--- config.mk ---
export PLATFORM = sky130hd
export DESIGN_NAME = sorted_unique_set_core
export DESIGN_NICKNAME = d
export VERILOG_FILES = /design/src/rtl/core/sus_pkg.sv /design/src/rtl/core/sorted_unique_set_core.sv /design/src/rtl/core/sus_ram.sv /design/src/rtl/core/sus_ctrl.sv /design/src/rtl/core/sus_dp.sv
export SDC_FILE = /design/constraint.sdc
export NUM_CORES = 1
export LEC_CHECK = 0
export ABC_AREA = 0
export ABC_CLOCK_PERIOD_IN_PS = 5750
export BUFFER_PORTS_ARGS = -buffer_cell sky130_fd_sc_hd__buf_2
export CORE_MARGIN = 2
export CORE_UTILIZATION = 55
export DETAILED_ROUTE_END_ITERATION = 16
export GPL_TIMING_DRIVEN = 0
export PLACE_DENSITY = 0.76
export SYNTH_ARGS = -nofsm -noshare
export SYNTH_HDL_FRONTEND = slang
export SYNTH_HIERARCHICAL = 1
export SYNTH_SLANG_ARGS = --single-unit
--- constraint.sdc ---
create_clock -name clk -period 5.75 [get_ports clk]
set_clock_uncertainty 0.05 [all_clocks]
set_input_delay 0.2875 -clock clk [delete_from_list [all_inputs] [get_ports clk]]
set_output_delay 0.2875 -clock clk [all_outputs]
set_load 0.02 [all_outputs]
--- src/rtl/core/sus_pkg.sv ---
`timescale 1ns / 1ps
package sus_pkg;

	localparam int VAL_W  = 32;
	localparam int STAT_W = 2;
	localparam int ECNT_W = 5;

	localparam logic MODE_INSERT = 1'b0;
	localparam logic MODE_REMOVE = 1'b1;

	localparam logic [STAT_W-1:0] STAT_DONE   = 2'd0;
	localparam logic [STAT_W-1:0] STAT_DUP    = 2'd1;
	localparam logic [STAT_W-1:0] STAT_ABSENT = 2'd2;
	localparam logic [STAT_W-1:0] STAT_FULL   = 2'd3;

	// controller -> datapath
	typedef struct packed {
		logic load;
		logic srch_rd;
		logic srch_cmp;
		logic sh_init;
		logic sh_rd;
		logic sh_wr;
		logic put;
		logic fin;
	} cmd_t;

	// datapath -> controller
	typedef struct packed {
		logic mode_rem;
		logic scan_end;
		logic less;
		logic refuse;
		logic shift_end;
		logic out_busy;
	} sts_t;

endpackage

--- src/rtl/core/sorted_unique_set_core.sv ---
`timescale 1ns / 1ps
// Sorted set of distinct signed 32-bit values, held ascending in a RAM.
// Input channel (in_valid/in_ready, mode, value): one beat per request,
//   mode 0 inserts value, mode 1 removes it.
// Output channel (out_valid/out_ready, status, entry_count): exactly one beat
//   per request. status: done, duplicate, not present, or store full;
//   entry_count is the number of held values after the request (low 5 bits).
// One request at a time. The search walks the RAM from the bottom, reading then
// comparing each entry below the value (single read port, registered read data);
// an accepted change then moves each entry from the slot upward (for a remove,
// those above it) one place, by a read and a write each, and an insert finally
// writes the new value into the slot.
// in_ready is high only while the core is idle, which it becomes in the same cycle
// that output valid rises. A finished result sits in an output register, so a
// stalled receiver does not block the next request; the core only waits at the
// end of that next one if the register is still full.
// Reset (arst_n low) empties the set and drops any pending output beat; RAM
// contents need no clearing since only entries below the count are read.
module sorted_unique_set_core
	import sus_pkg::*;
#(
	parameter int CAPACITY = 16
) (
	input  logic                    clk,
	input  logic                    arst_n,
	input  logic                    in_valid,
	output logic                    in_ready,
	input  logic                    mode,
	input  logic signed [VAL_W-1:0] value,
	output logic                    out_valid,
	input  logic                    out_ready,
	output logic [STAT_W-1:0]       status,
	output logic [ECNT_W-1:0]       entry_count
);

	cmd_t cmd;
	sts_t sts;

	// sequencing: search, decide, shift, write, report
	sus_ctrl u_ctrl (
		.clk     (clk),
		.arst_n  (arst_n),
		.in_valid(in_valid),
		.in_ready(in_ready),
		.sts     (sts),
		.cmd     (cmd)
	);

	// entry RAM, count, scan index and output register
	sus_dp #(
		.CAPACITY(CAPACITY)
	) u_dp (
		.clk        (clk),
		.arst_n     (arst_n),
		.cmd        (cmd),
		.sts        (sts),
		.mode       (mode),
		.value      (value),
		.out_valid  (out_valid),
		.out_ready  (out_ready),
		.status     (status),
		.entry_count(entry_count)
	);

endmodule

--- src/rtl/core/sus_ram.sv ---
`timescale 1ns / 1ps
module sus_ram #(
	parameter int WIDTH = 32,
	parameter int DEPTH = 16
) (
	input  logic                     clk,
	input  logic                     wr_en,
	input  logic [$clog2(DEPTH)-1:0] wr_addr,
	input  logic [WIDTH-1:0]         wr_data,
	input  logic [$clog2(DEPTH)-1:0] rd_addr,
	output logic [WIDTH-1:0]         rd_data
);

	logic [WIDTH-1:0] mem [DEPTH];

	always_ff @(posedge clk) begin
		if (wr_en) begin
			mem[wr_addr] <= wr_data;
		end
		rd_data <= mem[rd_addr];
	end

endmodule

--- src/rtl/core/sus_ctrl.sv ---
`timescale 1ns / 1ps
module sus_ctrl
	import sus_pkg::*;
(
	input  logic clk,
	input  logic arst_n,
	input  logic in_valid,
	output logic in_ready,
	input  sts_t sts,
	output cmd_t cmd
);

	localparam logic [2:0] S_IDLE     = 3'd0;
	localparam logic [2:0] S_SRCH_RD  = 3'd1;
	localparam logic [2:0] S_SRCH_CMP = 3'd2;
	localparam logic [2:0] S_DECIDE   = 3'd3;
	localparam logic [2:0] S_SH_RD    = 3'd4;
	localparam logic [2:0] S_SH_WR    = 3'd5;
	localparam logic [2:0] S_PUT      = 3'd6;
	localparam logic [2:0] S_FIN      = 3'd7;

	logic [2:0] state_q;
	logic [2:0] state_d;

	assign in_ready = (state_q == S_IDLE);

	always_comb begin
		state_d = state_q;
		cmd     = '0;
		unique case (state_q)
			S_IDLE: begin
				if (in_valid) begin
					cmd.load = 1'b1;
					state_d  = S_SRCH_RD;
				end
			end
			S_SRCH_RD: begin
				cmd.srch_rd = 1'b1;
				state_d     = sts.scan_end ? S_DECIDE : S_SRCH_CMP;
			end
			S_SRCH_CMP: begin
				cmd.srch_cmp = 1'b1;
				state_d      = sts.less ? S_SRCH_RD : S_DECIDE;
			end
			S_DECIDE: begin
				if (sts.refuse) begin
					state_d = S_FIN;
				end else begin
					cmd.sh_init = 1'b1;
					state_d     = S_SH_RD;
				end
			end
			S_SH_RD: begin
				if (sts.shift_end) begin
					state_d = sts.mode_rem ? S_FIN : S_PUT;
				end else begin
					cmd.sh_rd = 1'b1;
					state_d   = S_SH_WR;
				end
			end
			S_SH_WR: begin
				cmd.sh_wr = 1'b1;
				state_d   = S_SH_RD;
			end
			S_PUT: begin
				cmd.put = 1'b1;
				state_d = S_FIN;
			end
			S_FIN: begin
				if (!sts.out_busy) begin
					cmd.fin = 1'b1;
					state_d = S_IDLE;
				end
			end
			default: begin
				state_d = S_IDLE;
			end
		endcase
	end

	always_ff @(posedge clk or negedge arst_n) begin
		if (!arst_n) begin
			state_q <= S_IDLE;
		end else begin
			state_q <= state_d;
		end
	end

endmodule

--- src/rtl/core/sus_dp.sv ---
`timescale 1ns / 1ps
module sus_dp
	import sus_pkg::*;
#(
	parameter int CAPACITY = 16
) (
	input  logic                    clk,
	input  logic                    arst_n,
	input  cmd_t                    cmd,
	output sts_t                    sts,
	input  logic                    mode,
	input  logic signed [VAL_W-1:0] value,
	output logic                    out_valid,
	input  logic                    out_ready,
	output logic [STAT_W-1:0]       status,
	output logic [ECNT_W-1:0]       entry_count
);

	localparam int AW = $clog2(CAPACITY);
	localparam int CW = $clog2(CAPACITY + 1);

	logic              mode_q;
	logic [VAL_W-1:0]  val_q;
	logic [CW-1:0]     cnt_q;
	logic [CW-1:0]     idx_q;
	logic [CW-1:0]     pos_q;
	logic              hit_q;
	logic              out_valid_q;
	logic [STAT_W-1:0] status_q;
	logic [ECNT_W-1:0] ecnt_q;

	logic [VAL_W-1:0]  rd_data;
	logic [CW-1:0]     rd_idx;
	logic [CW-1:0]     wr_idx;
	logic              wr_en;
	logic [VAL_W-1:0]  wr_data;
	logic [VAL_W-1:0]  key_in;
	logic [VAL_W-1:0]  key_rd;
	logic [STAT_W-1:0] code;
	logic [CW-1:0]     cnt_next;
	logic [CW:0]       idx_inc;

	// flip sign bit so unsigned compare gives signed order
	assign key_in = {~val_q[VAL_W-1], val_q[VAL_W-2:0]};
	assign key_rd = {~rd_data[VAL_W-1], rd_data[VAL_W-2:0]};
	assign idx_inc = {1'b0, idx_q} + (CW+1)'(1);

	always_comb begin
		if (mode_q == MODE_INSERT) begin
			if (hit_q) begin
				code = STAT_DUP;
			end else if (cnt_q >= CW'(CAPACITY)) begin
				code = STAT_FULL;
			end else begin
				code = STAT_DONE;
			end
		end else begin
			code = hit_q ? STAT_DONE : STAT_ABSENT;
		end
	end

	always_comb begin
		if (code != STAT_DONE) begin
			cnt_next = cnt_q;
		end else if (mode_q == MODE_INSERT) begin
			cnt_next = cnt_q + CW'(1);
		end else begin
			cnt_next = cnt_q - CW'(1);
		end
	end

	assign sts.mode_rem  = (mode_q == MODE_REMOVE);
	assign sts.scan_end  = (idx_q == cnt_q);
	assign sts.less      = (key_rd < key_in);
	assign sts.refuse    = (code != STAT_DONE);
	assign sts.shift_end = (mode_q == MODE_INSERT) ? (idx_q == pos_q)
	                                               : (idx_inc >= {1'b0, cnt_q});
	assign sts.out_busy  = out_valid_q & ~out_ready;

	// read: scan position, or neighbor being moved
	always_comb begin
		if (cmd.sh_rd) begin
			rd_idx = (mode_q == MODE_INSERT) ? (idx_q - CW'(1)) : idx_inc[CW-1:0];
		end else begin
			rd_idx = idx_q;
		end
	end

	assign wr_en   = cmd.sh_wr | cmd.put;
	assign wr_idx  = cmd.put ? pos_q : idx_q;
	assign wr_data = cmd.put ? val_q : rd_data;

	sus_ram #(
		.WIDTH(VAL_W),
		.DEPTH(CAPACITY)
	) u_ram (
		.clk    (clk),
		.wr_en  (wr_en),
		.wr_addr(wr_idx[AW-1:0]),
		.wr_data(wr_data),
		.rd_addr(rd_idx[AW-1:0]),
		.rd_data(rd_data)
	);

	always_ff @(posedge clk) begin
		if (cmd.load) begin
			mode_q <= mode;
			val_q  <= value;
			idx_q  <= '0;
			hit_q  <= 1'b0;
		end
		if (cmd.srch_rd && sts.scan_end) begin
			pos_q <= idx_q;
		end
		if (cmd.srch_cmp) begin
			if (sts.less) begin
				idx_q <= idx_inc[CW-1:0];
			end else begin
				pos_q <= idx_q;
				hit_q <= (rd_data == val_q);
			end
		end
		if (cmd.sh_init) begin
			idx_q <= (mode_q == MODE_INSERT) ? cnt_q : pos_q;
		end
		if (cmd.sh_wr) begin
			idx_q <= (mode_q == MODE_INSERT) ? (idx_q - CW'(1)) : idx_inc[CW-1:0];
		end
		if (cmd.fin) begin
			status_q <= code;
			ecnt_q   <= ECNT_W'(cnt_next);
		end
	end

	always_ff @(posedge clk or negedge arst_n) begin
		if (!arst_n) begin
			cnt_q       <= '0;
			out_valid_q <= 1'b0;
		end else begin
			if (cmd.fin) begin
				cnt_q       <= cnt_next;
				out_valid_q <= 1'b1;
			end else if (out_ready) begin
				out_valid_q <= 1'b0;
			end
		end
	end

	assign out_valid   = out_valid_q;
	assign status      = status_q;
	assign entry_count = ecnt_q;

endmodule
==> out/qor.yml, run 1 <==
rsz0062_at_grt: "false"
wl_um: 53620
cp.buffers_inverters: 4
layout-drive-gt1-share_pct: 25.65
dominantRegCellSynth: "edfxtp_1"
grt_pass1_wl_um: 78600
max-slew-margin-rel_pct: 17.74
num-fill-cells: 2777
numCtsBuffers: 58
hp-class: "input pin to flip-flop"
viasPerCell: 6.176
syn-cell-area_mm2: 0.02400
num_vias: 12640
ant_nets: 0
num_antenna_cells: 0
die_x_um: 212.9
critPathLaunchType: "flip-flop"
power_density_mw_per_mm2: 596.9
ys_warn_count: 6
ff2ff_setup_slack_ps: 310
grt_overflow: 0
cp.depth: 17
final_common_cell: "edfxtp_1"
clk_latency_ps: 620
ioPinCount: 46
path_class: "flip-flop to flip-flop"
ys_ff_latch: 604
timing.final.ws_setup_ps: 314.3
status: "completed"
finalHoldViolations: 0
synth_cells: 1242
wl_per_cell_um: 26.19
crit_end: "u_dp/u_ram/rd_data[7]"
place_ws_ps: 70.62
cts_buffer_depth: 3
worst_slew_pin_slew_ps: 1221
cts_tree: "yes"
io_buffers: 45
cp.required_ps: 6180
cts-root-buf: "clkbuf_16"
critPathTopFamily: "buffers and inverters"
slew_violations: 0
h-tree-depth: 2
p_leak_nw: 9.410
timing.rr.end: "u_dp/u_ram/rd_data[7]"
crit_slowest_cell: "buf_1"
startpoint: "u_dp/idx_q[0]"
max_clock_freq_ghz: 0.1840
first_pass_iters: 6
drtIter0Drc: 1712
die-area_mm2: 0.04532
initial_utilization_pct: 55.71
hpwl_um: 32850
cts_setup_buffers: 0
final_nets: 1492
synth_nets: 1322
worst_path_largest_cell_delay_ps: 760
finalCritPeriodShare_pct: 94.53
path_clk_slew_ps: 60
gp_congestion: 0.8394
r2r_start: "u_dp/idx_q[0]"
r2r_cells: 17
ir_worst_vdd_v: 0.0002826
cp_data_arrival_time_ps: 5870
cp-end-kind: "flip-flop"
grt_max_degree: 24
antenna_found_initial: 0
grt_pass1_vias: 12770
core_mm2: 0.04308
drc: 0
synthArstFlopShare_pct: 1.490
clkSinkCount: 604
syn_avg_cell_area_um2: 19.32
synth_edf_count: 552
cp_max_fo: 10
cap_viol_max_count: 0
rows: 76
fin_setup_tns_ps: 0
netlist-cell-type-count: 61
ys_seq_area_share_pct: 73.60
finalSetupViolations: 0
die_h_um: 212.9
crit_chain: "clkbuf_1, inv_1, ha_1, ha_1, a21oi_1, nor2b_1, o21ai_0, nand2b_1, a221oi_1, o21ai_0, nor4b_2, mux2i_1, buf_2, buf_1, mux4_2, a22oi_1, nand2_1"
period_minus_slack_ps: 5436
syn_to_final_growth_pct: 15.96
track_usage_pct: 24.23
final_cell_mix: "edfxtp_1, mux4_2, a22oi_1"
synthesized netlist by cell type, types with 7 or more instances:
master	number	area, um2
mux2_2	37	416.7
dfrtp_1	9	225.2
o21ai_0	20	100.1
xnor2_1	13	113.9
ha_1	42	525.5
buf_1	10	37.54
nor2_1	27	101.4
nor2b_1	8	50.05
inv_1	44	165.2
xor2_1	10	87.58
a22oi_1	65	488.0
edfxtp_1	552	16580
nand4_1	8	50.05
buf_4	14	105.1
clkbuf_1	29	108.9
a21oi_1	19	95.09
nand2_1	60	225.2
dfxtp_1	43	860.8
nand3_1	14	70.07
a21o_1	7	52.55
nor3_1	9	45.04
mux4_2	128	2883
flip-flops by register name, indices dropped and copies added (netlist names), 3 cells and up:
register / flops
u_dp/pos_q: 5
u_dp/cnt_q: 5
u_dp/u_ram/rd_data: 32
u_dp/u_ram/mem: 512
u_dp/idx_q: 5
u_ctrl/state_q: 3
u_dp/val_q: 32
u_dp/entry_count: 5
metrics by stage:
stage,instance area [um2],std cells,utilization [%],power [mW],hold WS (ps)
global route,27830,2047,64.60,17.32,113.1
detailed placement,25500,1900,59.20,12.72,109.4
finish,27830,2047,64.60,16.61,96.39
CTS,27820,2047,64.58,16.65,60.26
global placement,24960,1872,57.93,12.38,103.8
floorplan,24000,1242,-,10.86,-58.09
worst min path at each step:
stage,from,to,slack (ps),depth (start not counted)
floorplan,arst_n,u_ctrl/state_q[0],-60,0
global placement,arst_n,u_dp/cnt_q[0],100,1
detailed placement,arst_n,u_dp/cnt_q[0],110,1
CTS,out_ready,u_dp/out_valid,60,3
global route,out_ready,u_dp/out_valid,110,3
finish,out_ready,u_dp/out_valid,100,3
worst register-to-register path: cells and delay by family (launching register included):
family	cells	cell delay (ps)
and+or+nand+nor	4	800
muxes	2	770
adders and majority gates	2	710
DFF	1	360
buffers and inverters	4	1620
AOI/OAI and AO/OA	5	980
what timing repair did:
| action | CTS | global route |
|---|---|---|
| endpoints found under the setup margin | 0 | 32 |
| hold endpoints to repair | 43 | 0 |
| hold buffers | 37 | 0 |
| resized for setup | 0 | 3 |
cell families after synthesis:
kind of cell | after synthesis | synth area share, %
AOI/OAI and AO/OA | 133 | 3.817
xor gates and xnor gates | 23 | 0.8394
adders and majority gates | 43 | 2.273
buffers and inverters | 106 | 1.997
DFF | 604 | 73.60
muxes | 171 | 14.00
and+or+nand+nor | 162 | 3.478
where the power goes:
| group | leakage (nW) | switching [mW] | internal (mW) |
|---|---|---|---|
| Clock | 0.963 | 1.60 | 2.28 |
| Sequential | 5.47 | 0.238 | 6.18 |
| Combinational | 2.98 | 3.65 | 2.67 |
area by class of cell:
cell class	count	area [um2]	area share, %
Sequential cell	604	17660	63.47
Multi-Input combinational cell	532	5974	21.47
Clock buffer	77	1574	5.656
Timing Repair Buffer	110	1032	3.709
Tap cell	585	732.0	2.630
Clock inverter	33	372.9	1.340
Buffer	61	311.5	1.120
Inverter	45	168.9	0.6070
metal layers:
| metal | up-vias | wire length (um) | track usage, % |
|---|---|---|---|
| li1 | 5374 | - | - |
| met1 | 6528 | 21320 | 33.66 |
| met2 | 622 | 26270 | 39.28 |
| met3 | 118 | 4446 | 4.059 |
| met4 | 0 | 1584 | 8.609 |
| met5 | - | 0 | 0 |
Power figures use the tool's default switching activity.
==> inputs of run 2 (changes only) <==
--- a/config.mk
+++ b/config.mk
@@ -15,5 +15,4 @@
 export PLACE_DENSITY = 0.76
 export SYNTH_ARGS = -nofsm -noshare
 export SYNTH_HDL_FRONTEND = slang
-export SYNTH_HIERARCHICAL = 1
 export SYNTH_SLANG_ARGS = --single-unit
==> out/qor.yml, run 2 <==
synth_nets: 1767
finalSetupViolations: 0
finalHoldViolations: 0
p_clk_share_pct: 21.9
cp_data_arrival_time_ps: 6010
synth_edf_count: 552
cp-end-kind: "flip-flop"
worst_slew_pin_slew_ps: 1315
num_antenna_cells: 0
grt_pass1_vias: 16270
combPwrFrac_pct: 42.0
reg.largest.list: "u_dp.u_ram.mem x512, u_dp.u_ram.rd_data x32, u_dp.val_q x32"
hpwl_um: 44410
hp-class: "input pin to flip-flop"
critPathLaunchType: "flip-flop"
numCtsBuffers: 58
syn_to_final_growth_pct: 16.19
die_h_um: 213.9
max_clock_freq_ghz: 0.1818
ys_warn_count: 0
syn_avg_cell_area_um2: 14.37
die-area_mm2: 0.04576
synth_cells: 1687
power.net_switching_mw: 7.316
ioPinCount: 46
max-slew-margin-rel_pct: 11.98
grt_max_degree: 35
drc: 0
first_pass_iters: 6
finalCritPeriodShare_pct: 95.67
initial_utilization_pct: 56.02
slew_violations: 0
ys_top_cells_by_area: "edfxtp_1, o22ai_1, dfxtp_1"
die_x_um: 213.9
wl_per_cell_um: 28.25
power_density_mw_per_mm2: 642.2
dp.cells: 2349
share_seq_of_total_power_pct: 36.0
final_nets: 1941
crit_chain: "buf_2, inv_1, ha_1, ha_1, a2111oi_2, o32ai_1, or4_1, buf_2, o31ai_2, clkbuf_1, o221ai_1, o22ai_1, nand3b_1"
synthArstFlopShare_pct: 1.490
grt_overflow: 0
cp.buffers_inverters: 4
ys_seq_area_share_pct: 72.87
cap_viol_max_count: 0
rows: 76
p_leak_nw: 9.496
internal_power_mw: 10.77
rsz0062_at_grt: "false"
status: "completed"
max_flop_register: "u_dp.u_ram.mem"
layout-drive-gt1-share_pct: 13.51
power.total_mw: 18.09
path_clk_slew_ps: 60
yosysTopAreaCell: "edfxtp_1"
cp.required_ps: 6260
switching_share_pct: 40.45
final_cell_mix: "edfxtp_1, o22ai_1, nor3_1"
viasPerCell: 6.759
h-tree-depth: 2
critPathTopFamily: "compound AO/OA/AOI/OAI gates"
synth_top_area_share_pct: 68.39
fin_cells: 2495
drtIter0Drc: 2773
antenna_found_initial: 3
worst_path_largest_cell_delay_ps: 840
cp_max_fo: 10
yosysMostFrequentCell: "edfxtp_1"
largest_register_ffs: 512
clk_latency_ps: 630
cts_buffer_depth: 3
wl_um: 70480
netlist-cell-type-count: 60
dominantRegCellSynth: "edfxtp_1"
ir_worst_vdd_v: 0.0004861
synthTopCellsByCount: "edfxtp_1, o22ai_1, nor3_1"
cts_tree: "yes"
gp_congestion: 0.8951
core_mm2: 0.04327
path_class: "flip-flop to flip-flop"
syn-cell-area_mm2: 0.02424
ys_ff_latch: 604
post-route-util_pct: 65.09
period_minus_slack_ps: 5501
fin_setup_tns_ps: 0
grt_pass1_wl_um: 102900
ant_nets: 0
crit_slowest_cell: "o31ai_2"
whs_ps: 324.6
num_vias: 16860
cts-root-buf: "clkbuf_16"
track_usage_pct: 30.35
io_buffers: 45
final_common_cell: "edfxtp_1"
clkSinkCount: 604
run 2: layout make-up:
type / instances / area, um2
Buffer: 109 / 467.9
Multi-Input combinational cell: 926 / 6057
Sequential cell: 604 / 17660
Fill cell: 2970 / 15100
Clock inverter: 41 / 470.5
Clock buffer: 68 / 1529
Tap cell: 585 / 732.0
Inverter: 48 / 180.2
Timing Repair Buffer: 114 / 1065
run 2: power by group through the flow:
stage | clock, mW | combinational (mW) | sequential (mW)
6_report | 3.97 | 7.60 | 6.52
3_5_place_dp | 0 | 7.25 | 6.60
4_1_cts | 3.96 | 7.33 | 6.52
5_1_grt | 4.14 | 7.98 | 6.56
2_1_floorplan | 0 | 4.36 | 6.53
3_3_place_gp | 0 | 6.78 | 6.65
run 2: logic make-up (layout without fill, tap and decap cells):
group	after synthesis	count (layout)	share of synthesized area, %
fa+ha+maj	43	43	2.251
buf+inv	157	380	2.653
xor+xnor	21	21	0.7588
compound gates	445	445	11.72
mux	48	48	2.287
flops	604	604	72.87
simple gates	369	369	7.459
run 2: final timing paths:
check | depth (start not counted) | startpoint | slack [ps] | end
min in group asynchronous | 3 | arst_n | 630 | u_dp.cnt_q[4]
setup / recovery | 13 | u_dp.idx_q[1] | 250 | u_dp.u_ram.rd_data[2]
hold reg to reg | 2 | u_dp.u_ram.mem[10][31] | 440 | u_dp.u_ram.rd_data[31]
setup reg to reg | 13 | u_dp.idx_q[1] | 250 | u_dp.u_ram.rd_data[2]
hold / removal | 2 | value[27] | 320 | u_dp.val_q[27]
max in group asynchronous | 3 | arst_n | 4710 | u_dp.out_valid
run 2: stage by stage:
stage | worst slack [ps] | area, um2
after floorplan | 1622 | 24240
after global placement | -219.2 | 25200
after detailed placement | -374.1 | 25780
after CTS | 203.4 | 28160
after global routing | 126.4 | 28160
final | 248.9 | 28160
run 2: layer usage:
metal / up-vias / track usage (%) / wire length, um
li1: 7063 / - / -
met1: 8155 / 40.66 / 25200
met2: 1401 / 47.26 / 32490
met3: 239 / 8.321 / 9843
met4: 6 / 12.59 / 2915
met5: - / 0 / 41
run 2: worst register-to-register path: cells and delay by family, from the launching register on:
kind	cells	cell delay, ps
adders and majority gates	2	770
and+or+nand+nor	2	670
AOI/OAI and AO/OA	5	1980
DFF	1	470
buffers and inverters	4	1490
run 2: timing repair:
item                       4_1_cts  5_1_grt
setup endpoints to repair       20        6
setup buffers                    0        0
pin swaps                        0        0
hold endpoints to repair        44        0
resized for setup                2        5
hold buffers                    37        0
